**config.mk**
```make
export PLATFORM = sky130hd
export DESIGN_NAME = time_to_collision_calc
export DESIGN_NICKNAME = d
export VERILOG_FILES = /design/src/design/ttcc_pkg.sv /design/src/design/time_to_collision_calc.sv /design/src/design/ttcc_front.sv /design/src/design/ttcc_cell.sv /design/src/design/ttcc_back.sv
export SDC_FILE = /design/constraint.sdc
export NUM_CORES = 2
export LEC_CHECK = 0
export BUFFER_PORTS_ARGS = -buffer_cell sky130_fd_sc_hd__buf_4
export CORE_MARGIN = 2
export CORE_UTILIZATION = 57
export CTS_CLUSTER_DIAMETER = 200
export DETAILED_ROUTE_END_ITERATION = 16
export MAX_ROUTING_LAYER = met4
export PLACE_DENSITY_LB_ADDON = 0.05
export SYNTH_ARGS = -nofsm -noshare
export SYNTH_HDL_FRONTEND = slang
export SYNTH_SLANG_ARGS = --single-unit
```
**constraint.sdc**
```tcl
create_clock -name clk -period 9 [get_ports clk]
set_input_delay 1.35 -clock clk [delete_from_list [all_inputs] [get_ports clk]]
set_output_delay 1.35 -clock clk [all_outputs]
set_load 0.01 [all_outputs]
```
**src/design/ttcc_pkg.sv**
```systemverilog
`timescale 1ns / 1ps

package ttcc_pkg;

  // number of quotient bits, one restoring step per cell
  localparam int NCELL = 18;

  localparam logic [17:0] BRAKE_FULL = 18'h3FFFF;

  // register indexes
  localparam logic [1:0] REG_TTC_LIMIT = 2'd0;
  localparam logic [1:0] REG_MIN_CLOSE = 2'd1;
  localparam logic [1:0] REG_MAX_DECEL = 2'd2;

  // how the final ttc is formed
  localparam logic [1:0] TF_DIV   = 2'd0;
  localparam logic [1:0] TF_ZERO  = 2'd1;
  localparam logic [1:0] TF_LIMIT = 2'd2;

  typedef struct packed {
    logic signed [15:0] range_m;
    logic signed [15:0] ego_speed;
    logic signed [15:0] target_speed;
  } in_t;

  typedef struct packed {
    logic [15:0] ttc;
    logic [17:0] brake_dist;
    logic        closing;
  } out_t;

  // one slot of the divider chain: two restoring dividers side by side
  typedef struct packed {
    logic        valid;
    logic        closing;
    logic [1:0]  tforce;
    logic        bsat;
    logic [15:0] trem;
    logic [15:0] tdiv;
    logic [17:0] tdvd;
    logic [17:0] tq;
    logic [7:0]  brem;
    logic [7:0]  bdiv;
    logic [17:0] bdvd;
    logic [17:0] bq;
  } stage_t;

endpackage

```
**src/design/time_to_collision_calc.sv**
```systemverilog
`timescale 1ns / 1ps
// Channel   Direction  Handshake             Payload
// request   in         start & !busy         in_data  (range_m, ego_speed, target_speed)
// result    out        out_valid, 1 cycle    out_data (ttc, brake_dist, closing)
// config    in         cfg_we                cfg_idx, cfg_wdata
//
// One request per cycle while busy is low; each result passes through the input
// register, 18 restoring-divider cells (one quotient bit each for both ttc
// and braking distance) and the output register.
// Synchronous active-low reset clears valid flags and loads register defaults;
// busy is high while reset is held and for the first cycle after it. The
// receiver cannot stall: a result is shown for exactly one cycle.

module time_to_collision_calc
  import ttcc_pkg::*;
(
  input  logic        clk,
  input  logic        rst_n,
  input  logic        start,
  output logic        busy,
  input  in_t         in_data,
  output logic        out_valid,
  output out_t        out_data,
  input  logic        cfg_we,
  input  logic [1:0]  cfg_idx,
  input  logic [15:0] cfg_wdata
);

  logic [15:0] ttc_limit_r;
  logic [14:0] min_close_r;
  logic [7:0]  max_decel_r;
  logic        busy_r;
  logic        acc;

  always_ff @(posedge clk) begin
    if (!rst_n) begin
      ttc_limit_r <= 16'd2560;
      min_close_r <= 15'd128;
      max_decel_r <= 8'd96;
      busy_r      <= 1'b1;
    end else begin
      busy_r <= 1'b0;
      if (cfg_we) begin
        case (cfg_idx)
          REG_TTC_LIMIT: ttc_limit_r <= cfg_wdata;
          REG_MIN_CLOSE: min_close_r <= cfg_wdata[14:0];
          REG_MAX_DECEL: max_decel_r <= cfg_wdata[7:0];
          default: ;
        endcase
      end
    end
  end

  assign busy = busy_r || !rst_n;
  assign acc  = start && !busy;

  stage_t chain [NCELL+1];

  ttcc_front u_front (
    .clk       (clk),
    .rst_n     (rst_n),
    .acc       (acc),
    .req       (in_data),
    .min_close (min_close_r),
    .decel     (max_decel_r),
    .s_o       (chain[0])
  );

  for (genvar g = 0; g < NCELL; g++) begin : g_cell
    ttcc_cell u_cell (
      .clk   (clk),
      .rst_n (rst_n),
      .s_i   (chain[g]),
      .s_o   (chain[g+1])
    );
  end

  ttcc_back u_back (
    .clk       (clk),
    .rst_n     (rst_n),
    .s_i       (chain[NCELL]),
    .ttc_limit (ttc_limit_r),
    .res_valid (out_valid),
    .res       (out_data)
  );

  a_out_from_req: assert property (@(posedge clk) disable iff (!rst_n)
    out_valid |-> $past(acc, 20))
    else $error("result without matching request");

  a_ttc_clamped: assert property (@(posedge clk) disable iff (!rst_n)
    out_valid |-> out_data.ttc <= $past(ttc_limit_r))
    else $error("ttc above limit");

  a_not_closing_limit: assert property (@(posedge clk) disable iff (!rst_n)
    out_valid && !out_data.closing |-> out_data.ttc == $past(ttc_limit_r))
    else $error("non-closing sample did not report limit");

endmodule

```
**src/design/ttcc_front.sv**
```systemverilog
`timescale 1ns / 1ps

module ttcc_front
  import ttcc_pkg::*;
(
  input  logic        clk,
  input  logic        rst_n,
  input  logic        acc,
  input  in_t         req,
  input  logic [14:0] min_close,
  input  logic [7:0]  decel,
  output stage_t      s_o
);

  logic               valid_r;
  logic               closing_r, closing_nxt;
  logic               ttc_on_r, ttc_on_nxt;
  logic signed [15:0] rng_r;
  logic signed [16:0] vrel_r, vrel_nxt;
  logic [31:0]        esq_r, esq_nxt;
  logic [7:0]         decel_r;
  logic [15:0]        ego_u, ego_abs;

  always_comb begin
    vrel_nxt    = 17'(signed'(req.ego_speed)) - 17'(signed'(req.target_speed));
    closing_nxt = !vrel_nxt[16] && (vrel_nxt != 17'sd0);
    ttc_on_nxt  = vrel_nxt > $signed({2'b00, min_close});
    ego_u       = req.ego_speed;
    ego_abs     = ego_u[15] ? (~ego_u + 16'd1) : ego_u;
    esq_nxt     = ego_abs * ego_abs;
  end

  always_ff @(posedge clk) begin
    if (!rst_n) begin
      valid_r <= 1'b0;
    end else begin
      valid_r <= acc;
    end
    closing_r <= closing_nxt;
    ttc_on_r  <= ttc_on_nxt;
    rng_r     <= req.range_m;
    vrel_r    <= vrel_nxt;
    esq_r     <= esq_nxt;
    decel_r   <= decel;
  end

  // dividend for ttc is range << 10; top 7 bits seed the remainder,
  // a seed at or above the divisor means the quotient overflows 18 bits
  // brake dividend is esq >> 7; its top 6 bits seed the remainder
  logic t_ovf, b_ovf;

  always_comb begin
    t_ovf = {9'd0, rng_r[14:8]} >= vrel_r[15:0];
    b_ovf = (decel_r == 8'd0) || ({2'b00, esq_r[30:25]} >= decel_r);

    s_o.valid   = valid_r;
    s_o.closing = closing_r;
    if (!ttc_on_r) begin
      s_o.tforce = TF_LIMIT;
    end else if (rng_r[15] || (rng_r == 16'sd0)) begin
      s_o.tforce = TF_ZERO;
    end else if (t_ovf) begin
      s_o.tforce = TF_LIMIT;
    end else begin
      s_o.tforce = TF_DIV;
    end
    s_o.trem = (s_o.tforce == TF_DIV) ? {9'd0, rng_r[14:8]} : 16'd0;
    s_o.tdiv = vrel_r[15:0];
    s_o.tdvd = {rng_r[7:0], 10'd0};
    s_o.tq   = 18'd0;
    s_o.bsat = b_ovf;
    s_o.brem = b_ovf ? 8'd0 : {2'b00, esq_r[30:25]};
    s_o.bdiv = decel_r;
    s_o.bdvd = esq_r[24:7];
    s_o.bq   = 18'd0;
  end

endmodule

```
**src/design/ttcc_cell.sv**
```systemverilog
`timescale 1ns / 1ps

module ttcc_cell
  import ttcc_pkg::*;
(
  input  logic   clk,
  input  logic   rst_n,
  input  stage_t s_i,
  output stage_t s_o
);

  stage_t      s_r, s_nxt;
  logic [16:0] trem2;
  logic [8:0]  brem2;
  logic        tge, bge;

  always_comb begin
    trem2 = {s_i.trem, s_i.tdvd[17]};
    brem2 = {s_i.brem, s_i.bdvd[17]};
    tge   = trem2 >= {1'b0, s_i.tdiv};
    bge   = brem2 >= {1'b0, s_i.bdiv};

    s_nxt      = s_i;
    s_nxt.trem = tge ? 16'(trem2 - {1'b0, s_i.tdiv}) : trem2[15:0];
    s_nxt.tdvd = {s_i.tdvd[16:0], 1'b0};
    s_nxt.tq   = {s_i.tq[16:0], tge};
    s_nxt.brem = bge ? 8'(brem2 - {1'b0, s_i.bdiv}) : brem2[7:0];
    s_nxt.bdvd = {s_i.bdvd[16:0], 1'b0};
    s_nxt.bq   = {s_i.bq[16:0], bge};
  end

  always_ff @(posedge clk) begin
    if (!rst_n) begin
      s_r <= '0;
    end else begin
      s_r <= s_nxt;
    end
  end

  assign s_o = s_r;

  a_trem_lt_div: assert property (@(posedge clk) disable iff (!rst_n)
    s_r.valid && (s_r.tforce == TF_DIV) |-> s_r.trem < s_r.tdiv)
    else $error("ttc remainder not below divisor");

  a_brem_lt_div: assert property (@(posedge clk) disable iff (!rst_n)
    s_r.valid && !s_r.bsat |-> s_r.brem < s_r.bdiv)
    else $error("brake remainder not below divisor");

  a_tdiv_nz: assert property (@(posedge clk) disable iff (!rst_n)
    s_r.valid && (s_r.tforce == TF_DIV) |-> s_r.tdiv != 16'd0)
    else $error("ttc division by zero in chain");

endmodule

```
**src/design/ttcc_back.sv**
```systemverilog
`timescale 1ns / 1ps

module ttcc_back
  import ttcc_pkg::*;
(
  input  logic        clk,
  input  logic        rst_n,
  input  stage_t      s_i,
  input  logic [15:0] ttc_limit,
  output logic        res_valid,
  output out_t        res
);

  logic valid_r;
  out_t res_r, res_nxt;

  always_comb begin
    case (s_i.tforce)
      TF_DIV:   res_nxt.ttc = (s_i.tq > {2'b00, ttc_limit}) ? ttc_limit : s_i.tq[15:0];
      TF_ZERO:  res_nxt.ttc = 16'd0;
      TF_LIMIT: res_nxt.ttc = ttc_limit;
      default:  res_nxt.ttc = ttc_limit;
    endcase
    res_nxt.brake_dist = s_i.bsat ? BRAKE_FULL : s_i.bq;
    res_nxt.closing    = s_i.closing;
  end

  always_ff @(posedge clk) begin
    if (!rst_n) begin
      valid_r <= 1'b0;
    end else begin
      valid_r <= s_i.valid;
    end
    res_r <= res_nxt;
  end

  assign res_valid = valid_r;
  assign res       = res_r;

endmodule
```
# [Word-level counts from Yosys, hierarchy flattened]
# Index checks and enable logic that the tools add are counted.
[totals] output_inout_bits=37 reg_bits=2008 input_bits=70
[op_classes] n_lt_le_gt_ge=40 reduce_logical=17 eq_ne=3 multipliers=1 mux=43 addsub=36 bitwise=1
[ops] operator="2-to-1 mux 16 bit" n=19
[ops] operator="greater-or-equal comparator 17 x 16 -> 1 bit" n=17
[ops] operator="subtractor 16 bit" n=16
[ops] operator="greater-or-equal comparator 9 x 8 -> 1 bit" n=17
[ops] operator="2-to-1 mux 8 bit" n=17
[ops] operator="subtractor 8 bit" n=16
[ops] operator="one-hot mux 16 bit (2 select lines)" n=1
[ops] operator="multiplier 16 x 16 -> 31 bit" n=1
[ops] operator="> comparator 18 x 16 -> 1 bit" n=1
[ops] operator="> comparator 17 x 16 -> 1 bit" n=1
[ops] operator="nonzero test 17 bit" n=1
[ops] operator="subtractor 16 x 16 -> 17 bit" n=1
[ops] operator="adder 16 x 1 -> 16 bit (second input constant)" n=1
[ops] operator="greater-or-equal comparator 7 x 16 -> 1 bit" n=1
[ops] operator="greater-or-equal comparator 8 x 16 -> 1 bit" n=1
[ops] operator="logical NOT 16 bit" n=1
[ops] operator="NOT 16 bit" n=1
[ops] operator="subtractor 8 x 16 -> 16 bit" n=1
[ops] operator="greater-or-equal comparator 6 x 8 -> 1 bit" n=1
[ops] operator="greater-or-equal comparator 7 x 8 -> 1 bit" n=1
[ops] operator="logical NOT 8 bit" n=1
[ops] operator="subtractor 7 x 8 -> 8 bit" n=1
[ops] operator="2-to-1 mux 7 bit" n=1
[ops] operator="logical NOT 2 bit" n=3
[ops] operator="other kinds (9)" n=19

# [Logic depth before layout (Yosys ltp)]
[depth] ltp_word=8 mapped_depth=32 mapped_depth_nobuf=31

# [By module]
# Synthesis repeated with hierarchy kept, for this count alone.
[unflattened] hier_cells=9844 hier_area_um2=99171.4
[by_module_without_submodules] mod="ttcc_cell at g_cell[0].u_cell ..." area_each_um2=4715.8 cells_per_inst=454 seq_area_each_um2=2462.4 instances=15
[by_module_without_submodules] mod="ttcc_front" area_each_um2=11073.1 cells_per_inst=1257 seq_area_each_um2=1341.3 instances=1
[by_module_without_submodules] mod="ttcc_cell at g_cell[16].u_cell ..." area_each_um2=4727.0 cells_per_inst=489 seq_area_each_um2=2462.4 instances=2
[by_module_without_submodules] mod="ttcc_cell at g_cell[15].u_cell" area_each_um2=4718.3 cells_per_inst=473 seq_area_each_um2=2462.4 instances=1
[by_module_without_submodules] mod="time_to_collision_calc" area_each_um2=1610.3 cells_per_inst=156 seq_area_each_um2=800.8 instances=1
[by_module_without_submodules] mod="ttcc_back" area_each_um2=1579.0 cells_per_inst=170 seq_area_each_um2=720.7 instances=1

# [Worst setup path before layout]
# OpenSTA, ideal clock, no wires.
[synth_path] path_type="input-to-reg" start="input in_data[21] (netlist name)" end="register u_front.esq_r[22]" arrival_time_ps=8394 path_buffers=0 path_slack_ps=486 required_ps=8880 stages=27 cell_sequence="or4_4 > or3_1 > or3_1 > and2_1 > xor2_1 > inv_1 > nor2_1 > fa_1 > inv_1 > fa_1 > inv_1 > fa_1 > fa_1 > fa_1 > inv_1 > fa_1 > inv_1 > ha_1 > nand4_1 > nor2_1 > nand4_1 > a21oi_1 > o211ai_1 > a21boi_0 > o21ai_0 > nor2b_1 > xnor2_1"
[synth_between] elab_chain_len=4
[synth_rtl] element="from (decl)" line="time_to_collision_calc.sv:21" rtl="input in_t in_data,"
[synth_rtl] element="NOT 16 bit" line="ttcc_front.sv:29" rtl="ego_abs = ego_u[15] ? (~ego_u + 16'd1) : ego_u;"
[synth_rtl] element="adder 16 x 1 -> 16 bit" line="ttcc_front.sv:29"
[synth_rtl] element="2-to-1 mux 16 bit (*)" line="ttcc_front.sv:29"
[synth_rtl] element="multiplier 16 x 16 -> 31 bit (*)" line="ttcc_front.sv:30" rtl="esq_nxt = ego_abs * ego_abs;"
[synth_rtl] element="named net u_front.esq_nxt[22]" line="ttcc_front.sv:20" rtl="logic [31:0] esq_r, esq_nxt;"
[synth_rtl] element="to (signal assigned)" line="ttcc_front.sv:43" rtl="esq_r <= esq_nxt;"
[synth_rtl] element="to (decl)" line="ttcc_front.sv:20"
# The timed path passes the listed nets; every way through them passes the cells marked *.
# A chain may end at the register's enable or synchronous reset.

# [Final worst setup path]
[layout_path] start="input in_data[21] (netlist name)" end="register u_front.esq_r[30]"
# Same word-level chain as after synthesis.

==> results.md <==
* Status: completed
* Startpoint types: input port
* Core Box Area at 125,000 um^2
* RD Place Congestion at 0.900
* Sequential-to-total area share from yosys stat at 0.438
* Tcrit/Tclk final at 0.928
* Initial DRC count at around 2,700
* F_max at 0.120 GHz
* R2R cell count at 20
* Slew at the pin with the worst max-slew slack at roughly 1.2 ns
* Min Tclk post-route at about 8.3 ns
* Clock Skews at 0.0232 ns
* Overall routing resource usage at 0.255
* Post-synth EDFFs at 0
* CTS Buf Count at 160
* Post-CTS Resized at 0
* Cts hold-fix bufs at 0
* WP data required at roughly 9.7 ns
* Antenna fix cells at 0
* Worst-path clk slew at roughly 0.060 ns
* Register bit total from synthesis at 1,572
* Met2 routed WL at 78,400 um
* Post-Synthesis Cell Area at 71,800 um^2
* RSZ-0062 raised after global routing: no
* Yosys warns at 0
* Worst Path Max Fanout at 5
* Die Wd at 359 um
* Pin count of the biggest net entering global routing at between 150 and 200
* Endpoints failing setup at 0
* Post-Layout Cell Count at ~9,600
* IO Pins at 107
* Via count at around 50,000
* Final WL at 159,000 um
* Synth Instances at roughly 7,800
* Post-Syn Area per Cell at 9.26 um^2
* Finished Cell Area at 79,900 um^2
* Critical path class: input port to flip-flop
* Hold WC Path Type: flip-flop to flip-flop
* Final Hold Fails at 0
* P_leak at 34.3 nW
* DP Wirelength at 121,000 um
* GRT overflow at 0
* Power, Total at approximately 28 mW
* IO buf count at between 100 and 150
* First-pass GRT wire length at around 260,000 um
* Drt wl/cell at roughly 17 um
* CP arrival at 9.02 ns
* Via/cell ratio at 5.24
* Initial antenna violation count at 2
* Main synth FF type: dfxtp_1
* Slew margin rel. at 0.178
* Cell Area, Placed at 74,300 um^2
* Vias in the first global route at 50,900
* Nets at 8,703
* Die height at ~360 um
* Drt pass-1 iters at 6
* Post-CTS setup repair buffer count at 0
* Hold depth at 0
* Worst-Skew Late Latency at 0.76 ns
* Metal3 WL at 5330 um
* Clock tree buffer depth at 3
* CTS tree: done
* Inst Count DP at just over 9,000
* DRC Markers at 0
* Synth cell types at 78
* Final Util at 0.638
* Area delta synth->final at 11.2%
* Ys async rst share at 0
* DRT antenna net count at 0
* VDD IR max at 0.489 mV
* Clock Tree Root: clkbuf_16
* H-tree level count at 4
* Number of max-cap violations at 0
* Initial Util at 0.573
* Worst setup EP type: flip-flop
* Row Count at 130
* Metal1 wirelength at 71,100 um
* Cell Pwr Density at 352 nW/um^2
* Num Clock Sinks at roughly 1,600
* Layout cell share with drive strength beyond 1 at 0.0670
* DIE AREA at between 100,000 and 150,000 um^2
* Top sig layer: met4
* Fin. max-slew vios at 0
## worst max-delay path: stages
cell      delay [ns]
buf_4           0.11
or4_4           0.54
or3_1           0.36
or3_4           0.39
o41ai_4         0.31
xor2_2          0.42
nor2_1          0.15
fa_1            0.52
fa_1            0.52
fa_1            0.53
fa_1            0.52
fa_1            0.58
inv_1           0.07
fa_1            0.54
inv_1           0.04
ha_1            0.33
nor2b_1         0.14
o21ai_0         0.17
o211ai_1        0.22
o211ai_1        0.37
a21oi_1         0.11
or3_1           0.41
a21oi_1         0.19
xnor2_1         0.13
## per-layer routing
layer	GRT usage	vias up
li1	-	25500
met1	0.311	23800
met2	0.444	828
met3	0.0319	291
met4	0.0751	0
met5	-	-
## cell families after synthesis
| family | Yosys count | synth area share |
|---|---|---|
| AOI/OAI and AO/OA | 1195 | 0.106 |
| xor gates and xnor gates | 278 | 0.0341 |
| adders and majority gates | 774 | 0.156 |
| buffers and inverters | 1117 | 0.0586 |
| DFF | 1572 | 0.438 |
| muxes | 186 | 0.0259 |
| other | 2 | 0.000105 |
| and+or+nand+nor | 2628 | 0.182 |
## final cells by class
class,instances,area [um^2]
Fill cell,10800,45400
Multi-Input combinational cell,5072,36200
Sequential cell,1572,31500
Clock buffer,224,4670
Inverter,888,3340
Tap cell,1650,2060
Timing Repair Buffer,165,1270
Clock inverter,62,872
## report_power, final
part / total (mW) / switching [mW] / internal [mW]
clock network: 6.82 / 2.72 / 4.10
logic: 13.1 / 7.53 / 5.59
registers: 8.15 / 0.373 / 7.78
## cell usage in the layout (no fill, tap or decap), drive strengths merged, types with 101 or more instances in the layout
| master | instances |
|---|---|
| xor2 | 101 |
| o21ai | 281 |
| a21oi | 352 |
| buf | 165 |
| dfxtp | 1572 |
| ha | 575 |
| nand3 | 122 |
| nor2 | 776 |
| mux2i | 186 |
| nand2 | 512 |
| and2 | 636 |
| inv | 896 |
| xnor2 | 177 |
| nor3 | 110 |
| fa | 199 |
| clkbuf | 224 |
## worst paths after layout
path / from / to / slack (ns)
worst max register to register: u_front.rng_r[8] / g_cell[0].u_cell.s_o[108] / 4.08
worst min-delay path: g_cell[17].u_cell.s_o[123] / u_back.res[0] / 0.33
worst max-delay path: in_data[21] / u_front.esq_r[30] / 0.65
worst min register to register: g_cell[17].u_cell.s_o[123] / u_back.res[0] / 0.33
## flip-flops by register name (all words and copies together) (netlist names), 8 cells and up
register,count
ttc_limit_r,16
u_back.res,35
max_decel_r,8
g_cell.u_cell.s_o,1429
min_close_r,15
u_front.decel_r,8
u_front.vrel_r,16
u_front.rng_r,16
u_front.esq_r,24
## cell usage after synthesis (29+ instances only)
master    instances  area (um^2)
dfxtp_1        1572        31500
inv_1           881         3310
nor2_1          774         2910
and2_1          636         3980
ha_1            575         7190
nand2_1         511         1920
a21oi_1         352         1760
o21ai_0         280         1400
clkbuf_1        217          815
fa_1            199         3980
mux2i_1         186         1860
xnor2_1         176         1540
nand3_1         122          611
nor3_1          110          551
xor2_1          100          876
a21o_1           92          691
nand2b_1         92          576
nor2b_1          91          569
o21a_1           89          668
nand4_1          75          469
or2_2            74          463
a21boi_0         67          503
a211oi_1         61          458
or3_1            55          344
o21bai_1         40          300
o211ai_1         31          233
a211o_1          29          254
## stage by stage
stage               hold WS [ns]  setup slack [ns]  TNS (ns)
global route               0.345             0.312         0
floorplan                  0.310             0.486         0
global placement           0.319           -0.0263   -0.0263
CTS                        0.329             0.693         0
finish                     0.326             0.650         0
detailed placement         0.315           -0.0843    -0.129
(Power assumes the default switching activity.)
